**src/sv/ps2_scancode_to_ascii_assert.svh**
```systemverilog
// Assertion macros for the scancode translator.
// No dependencies; the top level includes this file.
`ifndef PS2_SCANCODE_TO_ASCII_ASSERT_SVH
`define PS2_SCANCODE_TO_ASCII_ASSERT_SVH
`ifndef SYNTHESIS
`define PS2SC_ASSERT(lbl, clk, rst, prop) \
   lbl: assert property (@(posedge clk) disable iff (rst) prop) \
      else $error("ps2sc: property failed");
`define PS2SC_NEVER(lbl, clk, rst, cond) \
   lbl: assert property (@(posedge clk) disable iff (rst) !(cond)) \
      else $error("ps2sc: forbidden condition seen");
`else
`define PS2SC_ASSERT(lbl, clk, rst, prop)
`define PS2SC_NEVER(lbl, clk, rst, cond)
`endif
`endif

```
**src/sv/ps2sc_pkg.sv**
```systemverilog
// Shared types, key codes and character maps of the scancode translator.
// No dependencies.
`default_nettype none
package ps2sc_pkg;

   localparam int CHAR_W    = 7;
   localparam int MAX_CHARS = 4;
   localparam int LEN_W     = 2;

   localparam logic [7:0]        SC_IGNORE  = 8'h7f;
   localparam logic [6:0]        SC_SHIFT_L = 7'h2a;
   localparam logic [6:0]        SC_SHIFT_R = 7'h36;
   localparam logic [6:0]        SC_CAPS   = 7'h3a;
   localparam logic [6:0]        SC_LEFT   = 7'h4b;
   localparam logic [6:0]        SC_RIGHT  = 7'h4d;
   localparam logic [6:0]        SC_UP     = 7'h48;
   localparam logic [6:0]        SC_DOWN   = 7'h50;
   localparam logic [6:0]        SC_HOME   = 7'h47;
   localparam logic [6:0]        SC_END    = 7'h4f;
   localparam logic [6:0]        SC_DEL    = 7'h53;

   localparam logic [CHAR_W-1:0] CH_ESC    = 7'h1b;
   localparam logic [CHAR_W-1:0] CH_CSI    = 7'h5b;
   localparam logic [CHAR_W-1:0] CH_SS3    = 7'h4f;
   localparam logic [CHAR_W-1:0] CH_LEFT   = 7'h44;
   localparam logic [CHAR_W-1:0] CH_RIGHT  = 7'h43;
   localparam logic [CHAR_W-1:0] CH_UP     = 7'h41;
   localparam logic [CHAR_W-1:0] CH_DOWN   = 7'h42;
   localparam logic [CHAR_W-1:0] CH_HOME   = 7'h48;
   localparam logic [CHAR_W-1:0] CH_END    = 7'h46;
   localparam logic [CHAR_W-1:0] CH_DEL    = 7'h33;
   localparam logic [CHAR_W-1:0] CH_TILDE  = 7'h7e;
   localparam logic [CHAR_W-1:0] CH_UNMAP  = 7'h3f;
   localparam logic [CHAR_W-1:0] CH_LC_A   = 7'h61;
   localparam logic [CHAR_W-1:0] CH_LC_Z   = 7'h7a;

   // One queued translation: up to four characters, count minus one.
   typedef struct packed {
      logic [LEN_W-1:0]                   len_m1;
      logic [MAX_CHARS-1:0][CHAR_W-1:0]   chars;
   } entry_type;

   // Front to queue write side.
   typedef struct packed {
      logic      push;
      entry_type entry;
   } qwr_type;

   // Queue status toward front and back.
   typedef struct packed {
      logic      full;
      logic      empty;
      entry_type head;
   } qstat_type;

   function automatic logic [CHAR_W-1:0] map_plain(input logic [6:0] code);
      logic [CHAR_W-1:0] ch;
      case (code)
         7'h02: ch = 7'h31;  7'h03: ch = 7'h32;  7'h04: ch = 7'h33;  7'h05: ch = 7'h34;
         7'h06: ch = 7'h35;  7'h07: ch = 7'h36;  7'h08: ch = 7'h37;  7'h09: ch = 7'h38;
         7'h0a: ch = 7'h39;  7'h0b: ch = 7'h30;  7'h0c: ch = 7'h2d;  7'h0d: ch = 7'h3d;
         7'h0e: ch = 7'h08;  7'h0f: ch = 7'h09;
         7'h10: ch = 7'h71;  7'h11: ch = 7'h77;  7'h12: ch = 7'h65;  7'h13: ch = 7'h72;
         7'h14: ch = 7'h74;  7'h15: ch = 7'h79;  7'h16: ch = 7'h75;  7'h17: ch = 7'h69;
         7'h18: ch = 7'h6f;  7'h19: ch = 7'h70;  7'h1a: ch = 7'h5b;  7'h1b: ch = 7'h5d;
         7'h1c: ch = 7'h0a;  7'h1e: ch = 7'h61;  7'h1f: ch = 7'h73;
         7'h20: ch = 7'h64;  7'h21: ch = 7'h66;  7'h22: ch = 7'h67;  7'h23: ch = 7'h68;
         7'h24: ch = 7'h6a;  7'h25: ch = 7'h6b;  7'h26: ch = 7'h6c;  7'h27: ch = 7'h3b;
         7'h28: ch = 7'h27;  7'h29: ch = 7'h60;  7'h2b: ch = 7'h5c;
         7'h2c: ch = 7'h7a;  7'h2d: ch = 7'h78;  7'h2e: ch = 7'h63;  7'h2f: ch = 7'h76;
         7'h30: ch = 7'h62;  7'h31: ch = 7'h6e;  7'h32: ch = 7'h6d;  7'h33: ch = 7'h2c;
         7'h34: ch = 7'h2e;  7'h35: ch = 7'h2f;  7'h37: ch = 7'h2a;  7'h39: ch = 7'h20;
         7'h47: ch = 7'h37;  7'h48: ch = 7'h38;  7'h49: ch = 7'h39;  7'h4a: ch = 7'h2d;
         7'h4b: ch = 7'h34;  7'h4c: ch = 7'h35;  7'h4d: ch = 7'h36;  7'h4e: ch = 7'h2b;
         7'h4f: ch = 7'h31;  7'h50: ch = 7'h32;  7'h51: ch = 7'h33;  7'h52: ch = 7'h30;
         7'h53: ch = 7'h2e;
         default: ch = CH_UNMAP;
      endcase
      return ch;
   endfunction

   function automatic logic [CHAR_W-1:0] map_shifted(input logic [6:0] code);
      logic [CHAR_W-1:0] ch;
      case (code)
         7'h02: ch = 7'h21;  7'h03: ch = 7'h40;  7'h04: ch = 7'h23;  7'h05: ch = 7'h24;
         7'h06: ch = 7'h25;  7'h07: ch = 7'h5e;  7'h08: ch = 7'h26;  7'h09: ch = 7'h2a;
         7'h0a: ch = 7'h28;  7'h0b: ch = 7'h29;  7'h0c: ch = 7'h5f;  7'h0d: ch = 7'h2b;
         7'h0e: ch = CH_UNMAP;
         7'h10: ch = 7'h51;  7'h11: ch = 7'h57;  7'h12: ch = 7'h45;  7'h13: ch = 7'h52;
         7'h14: ch = 7'h54;  7'h15: ch = 7'h59;  7'h16: ch = 7'h55;  7'h17: ch = 7'h49;
         7'h18: ch = 7'h4f;  7'h19: ch = 7'h50;  7'h1a: ch = 7'h7b;  7'h1b: ch = 7'h7d;
         7'h1e: ch = 7'h41;  7'h1f: ch = 7'h53;
         7'h20: ch = 7'h44;  7'h21: ch = 7'h46;  7'h22: ch = 7'h47;  7'h23: ch = 7'h48;
         7'h24: ch = 7'h4a;  7'h25: ch = 7'h4b;  7'h26: ch = 7'h4c;  7'h27: ch = 7'h3a;
         7'h28: ch = 7'h22;  7'h29: ch = 7'h7e;  7'h2b: ch = 7'h7c;
         7'h2c: ch = 7'h5a;  7'h2d: ch = 7'h58;  7'h2e: ch = 7'h43;  7'h2f: ch = 7'h56;
         7'h30: ch = 7'h42;  7'h31: ch = 7'h4e;  7'h32: ch = 7'h4d;  7'h33: ch = 7'h3c;
         7'h34: ch = 7'h3e;  7'h35: ch = CH_UNMAP;
         default: ch = map_plain(code);
      endcase
      return ch;
   endfunction

endpackage
`default_nettype wire

```
**src/sv/ps2sc_front.sv**
```systemverilog
// Front end: accepts scancode words, tracks modifiers, builds queue entries.
// Depends on ps2sc_pkg.
`default_nettype none
module ps2sc_front (
   input  wire                   clock,
   input  wire                   reset,
   input  wire                   req_valid,
   output logic                  req_ready,
   input  wire  [7:0]            req_scan_code,
   input  ps2sc_pkg::qstat_type  qstat,
   output ps2sc_pkg::qwr_type    qwr
);
   import ps2sc_pkg::*;

   logic       shift_held_ff, shift_held_in;
   logic       caps_held_ff,  caps_held_in;
   logic       caps_latched_ff, caps_latched_in;
   logic       accept;
   logic       is_release;
   logic [6:0] key;
   logic       is_shift_key;
   logic       emit;
   logic [CHAR_W-1:0] base_ch;
   logic       use_shift;
   entry_type  ent;

   assign req_ready    = !qstat.full;
   assign accept       = req_valid && req_ready;
   assign is_release   = req_scan_code[7];
   assign key          = req_scan_code[6:0];
   assign is_shift_key = (key == SC_SHIFT_L) || (key == SC_SHIFT_R);
   assign base_ch      = map_plain(key);

   always_comb begin
      use_shift = shift_held_ff;
      if ((base_ch >= CH_LC_A) && (base_ch <= CH_LC_Z) && (caps_held_ff || caps_latched_ff)) begin
         use_shift = !shift_held_ff;
      end
   end

   // Classify the word and fill the entry.
   always_comb begin
      emit        = 1'b0;
      ent.len_m1  = '0;
      ent.chars   = '0;
      if (req_scan_code != SC_IGNORE && !is_release && !is_shift_key && key != SC_CAPS) begin
         emit = 1'b1;
         ent.chars[0] = CH_ESC;
         ent.len_m1   = LEN_W'(2);
         case (key)
            SC_LEFT: begin
               ent.chars[1] = CH_CSI;  ent.chars[2] = CH_LEFT;
            end
            SC_RIGHT: begin
               ent.chars[1] = CH_CSI;  ent.chars[2] = CH_RIGHT;
            end
            SC_UP: begin
               ent.chars[1] = CH_CSI;  ent.chars[2] = CH_UP;
            end
            SC_DOWN: begin
               ent.chars[1] = CH_CSI;  ent.chars[2] = CH_DOWN;
            end
            SC_HOME: begin
               ent.chars[1] = CH_SS3;  ent.chars[2] = CH_HOME;
            end
            SC_END: begin
               ent.chars[1] = CH_SS3;  ent.chars[2] = CH_END;
            end
            SC_DEL: begin
               ent.chars[1] = CH_CSI;  ent.chars[2] = CH_DEL;
               ent.chars[3] = CH_TILDE;
               ent.len_m1   = LEN_W'(3);
            end
            default: begin
               ent.len_m1   = '0;
               ent.chars[0] = use_shift ? map_shifted(key) : base_ch;
            end
         endcase
      end
   end

   // Modifier tracking, applied only on accepted words.
   always_comb begin
      shift_held_in   = shift_held_ff;
      caps_held_in    = caps_held_ff;
      caps_latched_in = caps_latched_ff;
      if (accept && req_scan_code != SC_IGNORE) begin
         if (is_shift_key) begin
            shift_held_in = !is_release;
         end else if (key == SC_CAPS) begin
            caps_held_in = !is_release;
            if (is_release) begin
               caps_latched_in = !caps_latched_ff;
            end
         end
      end
   end

   always_ff @(posedge clock) begin
      if (reset) begin
         shift_held_ff   <= 1'b0;
         caps_held_ff    <= 1'b0;
         caps_latched_ff <= 1'b0;
      end else begin
         shift_held_ff   <= shift_held_in;
         caps_held_ff    <= caps_held_in;
         caps_latched_ff <= caps_latched_in;
      end
   end

   assign qwr.push  = accept && emit;
   assign qwr.entry = ent;

endmodule
`default_nettype wire

```
**src/sv/ps2sc_queue.sv**
```systemverilog
// Short queue of translated entries between front and back end.
// Depends on ps2sc_pkg.
`default_nettype none
module ps2sc_queue #(
   parameter int DEPTH = 2
) (
   input  wire                   clock,
   input  wire                   reset,
   input  ps2sc_pkg::qwr_type    qwr,
   input  wire                   pop,
   output ps2sc_pkg::qstat_type  qstat
);
   import ps2sc_pkg::*;

   localparam int PTR_W = (DEPTH > 1) ? $clog2(DEPTH) : 1;
   localparam int CNT_W = $clog2(DEPTH + 1);

   entry_type          slot_ff [DEPTH];
   logic [PTR_W-1:0]   wr_ptr_ff, wr_ptr_in;
   logic [PTR_W-1:0]   rd_ptr_ff, rd_ptr_in;
   logic [CNT_W-1:0]   count_ff,  count_in;
   logic               do_push, do_pop;

   assign qstat.full  = (count_ff == CNT_W'(DEPTH));
   assign qstat.empty = (count_ff == '0);
   assign qstat.head  = slot_ff[rd_ptr_ff];

   assign do_push = qwr.push && !qstat.full;
   assign do_pop  = pop && !qstat.empty;

   always_comb begin
      wr_ptr_in = wr_ptr_ff;
      rd_ptr_in = rd_ptr_ff;
      count_in  = count_ff;
      if (do_push) begin
         wr_ptr_in = (wr_ptr_ff == PTR_W'(DEPTH - 1)) ? '0 : wr_ptr_ff + 1'b1;
      end
      if (do_pop) begin
         rd_ptr_in = (rd_ptr_ff == PTR_W'(DEPTH - 1)) ? '0 : rd_ptr_ff + 1'b1;
      end
      if (do_push && !do_pop) begin
         count_in = count_ff + 1'b1;
      end else if (do_pop && !do_push) begin
         count_in = count_ff - 1'b1;
      end
   end

   always_ff @(posedge clock) begin
      if (reset) begin
         wr_ptr_ff <= '0;
         rd_ptr_ff <= '0;
         count_ff  <= '0;
      end else begin
         wr_ptr_ff <= wr_ptr_in;
         rd_ptr_ff <= rd_ptr_in;
         count_ff  <= count_in;
      end
   end

   always_ff @(posedge clock) begin
      if (do_push) begin
         slot_ff[wr_ptr_ff] <= qwr.entry;
      end
   end

endmodule
`default_nettype wire

```
**src/sv/ps2sc_back.sv**
```systemverilog
// Back end: holds one entry and sends its characters one word per cycle while rsp_ready is high.
// Depends on ps2sc_pkg.
`default_nettype none
module ps2sc_back (
   input  wire                   clock,
   input  wire                   reset,
   input  ps2sc_pkg::qstat_type  qstat,
   output logic                  pop,
   output logic                  rsp_valid,
   input  wire                   rsp_ready,
   output logic [6:0]            rsp_ascii_char,
   output logic                  rsp_last_of_run
);
   import ps2sc_pkg::*;

   entry_type              cur_ff, cur_in;
   logic                   busy_ff, busy_in;
   logic [LEN_W-1:0]       idx_ff, idx_in;
   logic                   is_last;
   logic                   load;

   assign is_last = (idx_ff == cur_ff.len_m1);
   assign load    = !qstat.empty && (!busy_ff || (rsp_ready && is_last));
   assign pop     = load;

   always_comb begin
      cur_in  = cur_ff;
      busy_in = busy_ff;
      idx_in  = idx_ff;
      if (load) begin
         cur_in  = qstat.head;
         busy_in = 1'b1;
         idx_in  = '0;
      end else if (busy_ff && rsp_ready) begin
         if (is_last) begin
            busy_in = 1'b0;
         end else begin
            idx_in = idx_ff + 1'b1;
         end
      end
   end

   always_ff @(posedge clock) begin
      if (reset) begin
         busy_ff <= 1'b0;
         idx_ff  <= '0;
      end else begin
         busy_ff <= busy_in;
         idx_ff  <= idx_in;
      end
   end

   always_ff @(posedge clock) begin
      cur_ff <= cur_in;
   end

   assign rsp_valid       = busy_ff;
   assign rsp_ascii_char  = cur_ff.chars[idx_ff];
   assign rsp_last_of_run = is_last;

endmodule
`default_nettype wire

```
**src/sv/ps2_scancode_to_ascii.sv**
```systemverilog
// Top level of the set-1 scancode to ASCII translator.
// Depends on ps2sc_pkg, ps2sc_front, ps2sc_queue, ps2sc_back and the assert header.
//
// Usage:
//   req channel: one raw set-1 scancode word per handshake (bit 7 = release).
//   rsp channel: one character word per handshake; rsp_last_of_run marks the
//   final character produced for a scancode. Arrow keys, Home, End and Delete
//   give three or four characters of an ANSI escape sequence, every other
//   pressed key one character. Releases, modifier presses and byte 0x7f give
//   no word at all; at most they update the shift and Caps Lock tracking.
// Path: the word is written into the queue, then loaded into the output register
//   once the back end is free, and from there its first character is offered.
// Throughput: the back end sends one character per cycle while rsp_ready is
//   high, and a scancode gives one to four characters. The front end accepts a
//   word every cycle while the queue (QUEUE_DEPTH entries) has room.
// Reset: clears modifier state, empties the queue and drops any word in flight.
// Stall: while rsp_ready is low the current character holds; the front keeps
//   accepting until the queue fills, then drops req_ready.
`default_nettype none
module ps2_scancode_to_ascii #(
   parameter int QUEUE_DEPTH = 2
) (
   input  wire         clock,
   input  wire         reset,
   input  wire         req_valid,
   output logic        req_ready,
   input  wire  [7:0]  req_scan_code,
   output logic        rsp_valid,
   input  wire         rsp_ready,
   output logic [6:0]  rsp_ascii_char,
   output logic        rsp_last_of_run
);
   import ps2sc_pkg::*;

   qwr_type    qwr;
   qstat_type  qstat;
   logic       pop;

   // Classify and translate; advance modifier state on every accepted word but 0x7f.
   ps2sc_front u_front (
      .clock         (clock),
      .reset         (reset),
      .req_valid     (req_valid),
      .req_ready     (req_ready),
      .req_scan_code (req_scan_code),
      .qstat         (qstat),
      .qwr           (qwr)
   );

   // Decouple translation from delivery.
   ps2sc_queue #(
      .DEPTH (QUEUE_DEPTH)
   ) u_queue (
      .clock (clock),
      .reset (reset),
      .qwr   (qwr),
      .pop   (pop),
      .qstat (qstat)
   );

   // Send the characters of one entry, one word per cycle while rsp_ready is high.
   ps2sc_back u_back (
      .clock           (clock),
      .reset           (reset),
      .qstat           (qstat),
      .pop             (pop),
      .rsp_valid       (rsp_valid),
      .rsp_ready       (rsp_ready),
      .rsp_ascii_char  (rsp_ascii_char),
      .rsp_last_of_run (rsp_last_of_run)
   );

`include "ps2_scancode_to_ascii_assert.svh"

   // Never push into a full queue.
   `PS2SC_NEVER(a_no_overflow, clock, reset, qwr.push && qstat.full)
   // Release words never produce characters.
   `PS2SC_NEVER(a_release_silent, clock, reset, qwr.push && req_scan_code[7])
   // A run continues without a gap until its last character.
   `PS2SC_ASSERT(a_run_contiguous, clock, reset, rsp_valid && rsp_ready && !rsp_last_of_run |=> rsp_valid)
   // A multi-character run that directly follows another run opens with ESC.
   `PS2SC_ASSERT(a_esc_first, clock, reset, rsp_valid && rsp_ready && rsp_last_of_run |=> !rsp_valid || rsp_last_of_run || rsp_ascii_char == CH_ESC)

endmodule
`default_nettype wire
```
**config.mk**
```make
export PLATFORM = sky130hd
export DESIGN_NAME = ps2_scancode_to_ascii
export DESIGN_NICKNAME = d
export VERILOG_FILES = /design/src/sv/ps2sc_pkg.sv /design/src/sv/ps2sc_front.sv /design/src/sv/ps2sc_queue.sv /design/src/sv/ps2sc_back.sv /design/src/sv/ps2_scancode_to_ascii.sv
export VERILOG_INCLUDE_DIRS = /design/src /design/src/sv
export SDC_FILE = /design/constraint.sdc
export NUM_CORES = 1
export LEC_CHECK = 0
export ABC_AREA = 1
export BUFFER_PORTS_ARGS = -buffer_cell sky130_fd_sc_hd__buf_4
export CORE_ASPECT_RATIO = 1.5
export CORE_MARGIN = 2
export CORE_UTILIZATION = 40
export DETAILED_ROUTE_END_ITERATION = 8
export GPL_ROUTABILITY_DRIVEN = 0
export GPL_TIMING_DRIVEN = 0
export PLACE_DENSITY = 0.69
export SKIP_LAST_GASP = 1
export SLEW_MARGIN = 20
export SYNTH_ARGS = -nofsm -noshare
export SYNTH_HDL_FRONTEND = slang
export SYNTH_SLANG_ARGS = --single-unit
```
**constraint.sdc**
```tcl
create_clock -name clock -period 2.8 [get_ports clock]
set_clock_uncertainty 0.05 [all_clocks]
set_input_delay 0.14 -clock clock [delete_from_list [all_inputs] [get_ports clock]]
set_output_delay 0.14 -clock clock [all_outputs]
set_load 0.01 [all_outputs]
```
== Yosys cells after proc, flatten, opt, wreduce, memory -nomap -nowiden ==
Memories as Yosys holds them, arrays and structs flattened. A register that Yosys moved wholly into a read port is not among the register bits.
Index checks and enable logic that the tools add are counted.

* Memories: 3
* Output and inout bits: 10
* Logic and storage cells: 143
* Memory bits (read-only): 1792
* RAM bits: 60
* Bits of input ports: 12
* Latch bits: 0
* Register bits after elaboration: 10

{| class="wikitable"
|+ Memory list
! name !! words !! width !! read ports !! clocked after Yosys merged registers in !! write ports !! RTL line !! RTL
|-
| (name not given) || 128 || 7 || 1 || 0 || 0 || ps2sc_pkg.sv:58 || <nowiki>case (code)</nowiki>
|-
| (name not given) || 128 || 7 || 1 || 0 || 0 || ps2sc_pkg.sv:58 ||
|-
| u_queue.slot_ff || 2 || 30 || 1 || 1 || 1 || ps2sc_queue.sv:18 || <nowiki>entry_type slot_ff [DEPTH];</nowiki>
|}

* Reduce and logical (&&, ||, !) cells: 40
* Bitwise gates (word level): 2
* Shift operators: 0
* Equal/unequal tests: 62
* Muxes and demuxes: 20
* $mul: 0
* $add $sub $neg: 5
* Div/mod/pow operators: 0
* $lt $le $gt $ge: 3

{| class="wikitable"
|+ Operators by type and width
! kind !! count
|-
| 7-bit one-hot mux with 47 select lines || 1
|-
| 7-bit by 6-bit equality test with 1-bit output (second input constant) || 24
|-
| 7-bit by 5-bit equality test with 1-bit output (second input constant) || 14
|-
| 14-bit one-hot mux with 7 select lines || 1
|-
| 7-bit by 4-bit equality test with 1-bit output (second input constant) || 7
|-
| 7-bit equality test (second input constant) || 7
|-
| 30-bit two-way mux || 1
|-
| 7-bit by 3-bit equality test with 1-bit output (second input constant) || 4
|-
| 7-bit two-way mux || 4
|-
| 1-bit logical AND || 15
|-
| 7-bit binary-select mux with 2-bit select || 1
|-
| 7-bit by 2-bit equality test with 1-bit output (second input constant) || 2
|-
| 1-bit logical NOT || 9
|-
| 1-bit two-way mux || 9
|-
| 8-bit by 7-bit inequality test with 1-bit output (second input constant) || 1
|-
| 7-bit >= comparator (second input constant) || 1
|-
| 7-bit less-or-equal comparator (second input constant) || 1
|-
| 7-bit by 6-bit inequality test with 1-bit output (second input constant) || 1
|-
| 7-bit OR reduction || 1
|-
| 2-bit AND reduction || 3
|-
| 2-bit nonzero test || 3
|-
| 6-bit OR reduction || 1
|-
| 2-bit by 1-bit adder with 2-bit output (second input constant) || 2
|-
| 2-bit two-way mux || 2
|-
| 12 further kinds || 17
|}

== Depth between registers and ports, before layout ==
* Depth after elaboration: 12
* Mapped depth: 22
* Depth with buffers taken out: 21

== Cells and area by module ==
From an unflattened synthesis, not the netlist that was laid out.

* Cell total of the unflattened synthesis: 688
* Area, all modules: 6159.7 um2

{| class="wikitable"
|+ Modules (own cells, without submodules)
! module !! cells an instance !! instances !! sequential area each (um2) !! area each (um2)
|-
| ps2sc_front || 456 || 1 || 60.1 || 2417.3
|-
| ps2sc_queue || 130 || 1 || 1901.8 || 2414.8
|-
| ps2sc_back || 102 || 1 || 960.9 || 1327.5
|}

== Least setup slack after synthesis ==
Ideal clock, no wire load.

* Path type: input-to-reg
* Start point: in req_scan_code[0]
* End point: mem u_queue.slot_ff[0][0] (netlist name), enable pin
* Cell stages on the path: 13
* Arrival: 2.195 ns
* Required time: 2.359 ns
* Buffers on the path: 0
* Slack: 0.165 ns
* Setup time: 0.391 ns
* Path through: inv_1 > ha_1 > nand2_1 > nor2_1 > inv_1 > nor2_1 > nor2_1 > inv_1 > nor3_2 > inv_1 > nor2_1 > inv_1 > nor2_1

* Word-level cells in the longest chain between the ends: 10
* Elaborated cells on any way between the ends: 14
* Classes of those cells: eq/ne (4); mux (3); reduce/logical (7)

{| class="wikitable"
|+ RTL lines
! element !! RTL line !! RTL
|-
| from (decl) || ps2_scancode_to_ascii.sv:27 || <nowiki>input wire [7:0] req_scan_code,</nowiki>
|-
| 7-bit by 6-bit equality test with 1-bit output || ps2sc_front.sv:31 || <nowiki>assign is_shift_key = (key == SC_SHIFT_L) || (key == SC_SHIFT_R);</nowiki>
|-
| 1-bit logical OR || ps2sc_front.sv:31 ||
|-
| 1-bit logical NOT || ps2sc_front.sv:46 || <nowiki>if (req_scan_code != SC_IGNORE && !is_release && !is_shift_key && key != SC_CAPS) begin</nowiki>
|-
| 1-bit logical AND || ps2sc_front.sv:46 ||
|-
| 1-bit logical AND * || ps2sc_front.sv:46 ||
|-
| 1-bit two-way mux * || ps2sc_front.sv:46 ||
|-
| 1-bit logical AND * || ps2sc_front.sv:111 || <nowiki>assign qwr.push = accept && emit;</nowiki>
|-
| 1-bit logical AND * || ps2sc_queue.sv:28 || <nowiki>assign do_push = qwr.push && !qstat.full;</nowiki>
|-
| named net u_queue.do_push || ps2sc_queue.sv:22 || <nowiki>logic do_push, do_pop;</nowiki>
|-
| 1-bit two-way mux * || ps2sc_queue.sv:61 || <nowiki>if (do_push) begin</nowiki>
|-
| 1-bit two-way mux (implied by the code) * || ps2sc_queue.sv:62 || <nowiki>slot_ff[wr_ptr_ff] <= qwr.entry;</nowiki>
|-
| to (decl) || ps2sc_queue.sv:18 ||
|}

Mark *: on every way through the listed nets, which the timed path passes. The rest lies on a longest branch.

==> flow_summary.toml <==
[timing]
setup_viol = 0
slew_headroom_pct = 59.54
period_needed_ps = 2584
final_max_slew_viol_count = 0
grt_setup_unrepaired = "no"
timing.final.hold_violations = 0
max_slew.worst_pin.slew_ps = 606.2
finalSetupTns_ps = 0
post-route-period-util_pct = 92.29
fmax_mhz = 387.0

[final_layout]
drive_gt1_share_pct = 11.08
fin_nets = 688
fin_util_pct = 47.43
n_antenna_cell = 0
syn_to_final_growth_pct = 14.79

[clock_network]
cts_buffers = 9
cts_buffer_depth = 2
htree_levels = 3
clock_sinks = 61
clock_latency_ps = 320
cts_tree = "yes"
root_buffer = "clkbuf_16"
post_cts_buffers = 0
clkTransAtPathRegs_ps = 50

[yosys]
ys.flop_type = "edfxtp_1"
syn_area_per_cell_um2 = 6.950
synthesis.nets = 658
synth_cells = 633
synthArstFlopShare_pct = 0
synth.distinct_cells = 40
synth-edff-count = 51
yosysWarnings = 0
synth-seq-cells = 61
synth_seq_area_share_pct = 39.36
synthesis.area_um2 = 4399

[die]
die_w_um = 89.63
start_util_pct = 41.32
ioPinCount = 22
dieArea_um2 = 11870
design.core.area_um2 = 10650
rows = 46
die_h_um = 132.4

[setup_path]
worstPathCellList = "buf_4 > clkinvlp_4 > ha_1 > nand2_1 > nand3_1 > o21ai_1 > nand2_1 > nand2_1 > nand2_1 > nand2_1 > nor2_1 > nand2_1 > nand3_2 > nand2_4 > nand2_2 > nand2_1 > nand3_1 > nand2_1 > inv_1"
slowest_stage = "ha_1"
path_class = "in -> reg"
startpoint_type = "primary input"
critPathArrivalTime_ps = 2610
max_stage_delay_ps = 350
crit_family = "simple AND/OR/NAND/NOR gates"
r2r-start = "u_back.idx_ff[0]$_SDFFE_PP0P_"
crit_buf_inv = 3
crit_start = "req_scan_code[1]"
required_ps = 2830
crit_top_cell = "nand2_1"
crit_path_max_fanout = 9
end_kind = "flip-flop"

[route]
avgRoutedWirePerCell_um = 14.95
ant_nets = 0
drt_iter0_drc = 450
num_vias = 4455
firstDrtPassIters = 6
wl_um = 12140
drc = 0
avgViaCountPerCell = 5.486

[global_route]
grt_util_all_layers_pct = 21.29
grt.overflow.total = 0
antenna_found_initial = 0
first_global_vias = 4271
grt_pass1_wl_um = 19960
grt_max_degree = 18

[hold_path]
min-delay-start = "rsp_ready"
hold_class = "in -> reg"

[power_and_ir_drop]
vdd_ir_drop_max_v = 0.0002785
p_per_area_nw_per_um2 = 654.2
p_leak_nw = 2.313

[placed_design]
hpwl_um = 9470
port_buffers = 19

[run_status]
status = "finished clean"

[run]
maxCapViolations = 0
## Yosys cell counts (2+ instances only)
| master | instances | area, um^2 |
|---|---|---|
| a21oi_1 | 25 | 125.1 |
| edfxtp_1 | 51 | 1531 |
| nand3b_1 | 2 | 15.01 |
| nand4_1 | 10 | 62.56 |
| a31oi_1 | 6 | 37.54 |
| nor4_1 | 4 | 25.02 |
| clkbuf_1 | 7 | 26.28 |
| o22ai_1 | 2 | 12.51 |
| inv_1 | 62 | 232.7 |
| nor2_2 | 3 | 18.77 |
| nor2_1 | 81 | 304.0 |
| inv_2 | 5 | 18.77 |
| dfxtp_1 | 10 | 200.2 |
| nand3_1 | 53 | 265.3 |
| buf_4 | 7 | 52.55 |
| o211ai_1 | 2 | 15.01 |
| nand2_1 | 217 | 814.5 |
| o21ai_1 | 8 | 40.04 |
| ha_1 | 13 | 162.7 |
| nor3_2 | 3 | 30.03 |
| o21ai_0 | 27 | 135.1 |
| nand2_2 | 5 | 31.28 |
| nand3_2 | 3 | 30.03 |
| nor3_1 | 11 | 55.05 |
## final cells by class
cell class	count	area (um^2)
fillers	1058	5598
multi-input cells	489	2375
flip-flops and latches	61	1732
inverters	68	259.0
clock buffers	13	250.2
well taps	144	180.2
repair buffers	20	152.6
plain buffers	14	86.33
clock inverters	3	15.01
## cells by family (layout without fill, tap and decap cells)
logic type	count (synthesis)	in the layout	synth area share [%]
buffers and inverters	83	118	7.850
AO/OA/AOI/OAI	76	76	9.471
XOR/XNOR	2	2	0.3983
AND/OR/NAND/NOR	398	398	39.22
flip-flops	61	61	39.36
adder cells (fa/ha/maj)	13	13	3.697
## cell usage in the layout (no fill, tap or decap), types with 3 or more instances in the layout
cell type	n
a21oi_1	25
a31oi_1	6
buf_4	26
clkbuf_1	9
clkbuf_16	9
clkinv_2	3
dfxtp_1	10
edfxtp_1	51
ha_1	12
inv_1	61
inv_2	5
nand2_1	217
nand2_2	5
nand3_1	53
nand3_2	3
nand4_1	10
nor2_1	76
nor2_2	6
nor2_4	3
nor3_1	11
nor4_1	3
o21ai_0	27
o21ai_1	8
## metal layers
metal | up-vias | GRT usage [%] | share of wire (%)
li1 | 2149 | - | -
met1 | 2003 | 21.97 | 36
met2 | 229 | 37.58 | 52
met3 | 74 | 3.556 | 5.2
met4 | 0 | 14.26 | 7.2
met5 | - | 0 | 0
## power by group
group / internal (mW) / switching, mW / leakage (nW)
Combinational: 0.339 / 0.668 / 1.61
Clock: 0.616 / 0.348 / 0.133
Sequential: 1.26 / 0.0734 / 0.565
Total: 2.21 / 1.09 / 2.31
## metrics by stage
step	cell area, um^2	cells	setup WS (ps)	total power, mW	hold slack, ps
floorplan	4399	633	164.7	1.979	159.1
finish	5050	812	215.9	3.304	89.89
global placement	4722	796	-668.3	2.305	290.1
detailed placement	4727	796	-376.0	2.343	293.0
global route	5050	812	15.57	3.516	99.65
CTS	5007	813	-13.61	3.319	79.04
## final timing paths
path | end | slack [ps] | cells past startpoint
setup reg to reg | u_queue.count_ff[1]$_SDFFE_PP0P_ | 340 | 11
hold reg to reg | u_front.caps_held_ff$_SDFFE_PP0P_ | 410 | 2
setup / recovery | u_queue.slot_ff[1][1]$_DFFE_PP_ | 220 | 19
hold / removal | u_back.rsp_valid$_SDFFE_PP0P_ | 90 | 4
## worst min-delay path, delay by kind of cell
family	cells	cell delay, ps
simple gates	2	130
compound gates	1	70
buf+inv	1	80
## repair_timing
action | in CTS | in global routing
endpoints found under the hold margin | 3 | 0
hold buffers | 1 | 0
resized for setup | 1 | 11
pin swaps | 0 | 0
endpoints found under the setup margin | 17 | 47
## sequential cells by signal, indices dropped and copies added (netlist names), 2 cells and up
register,count
u_back.cur_ff,17
u_back.idx_ff,2
u_queue.count_ff,2
u_queue.slot_ff,34
(Power assumes the default switching activity.)
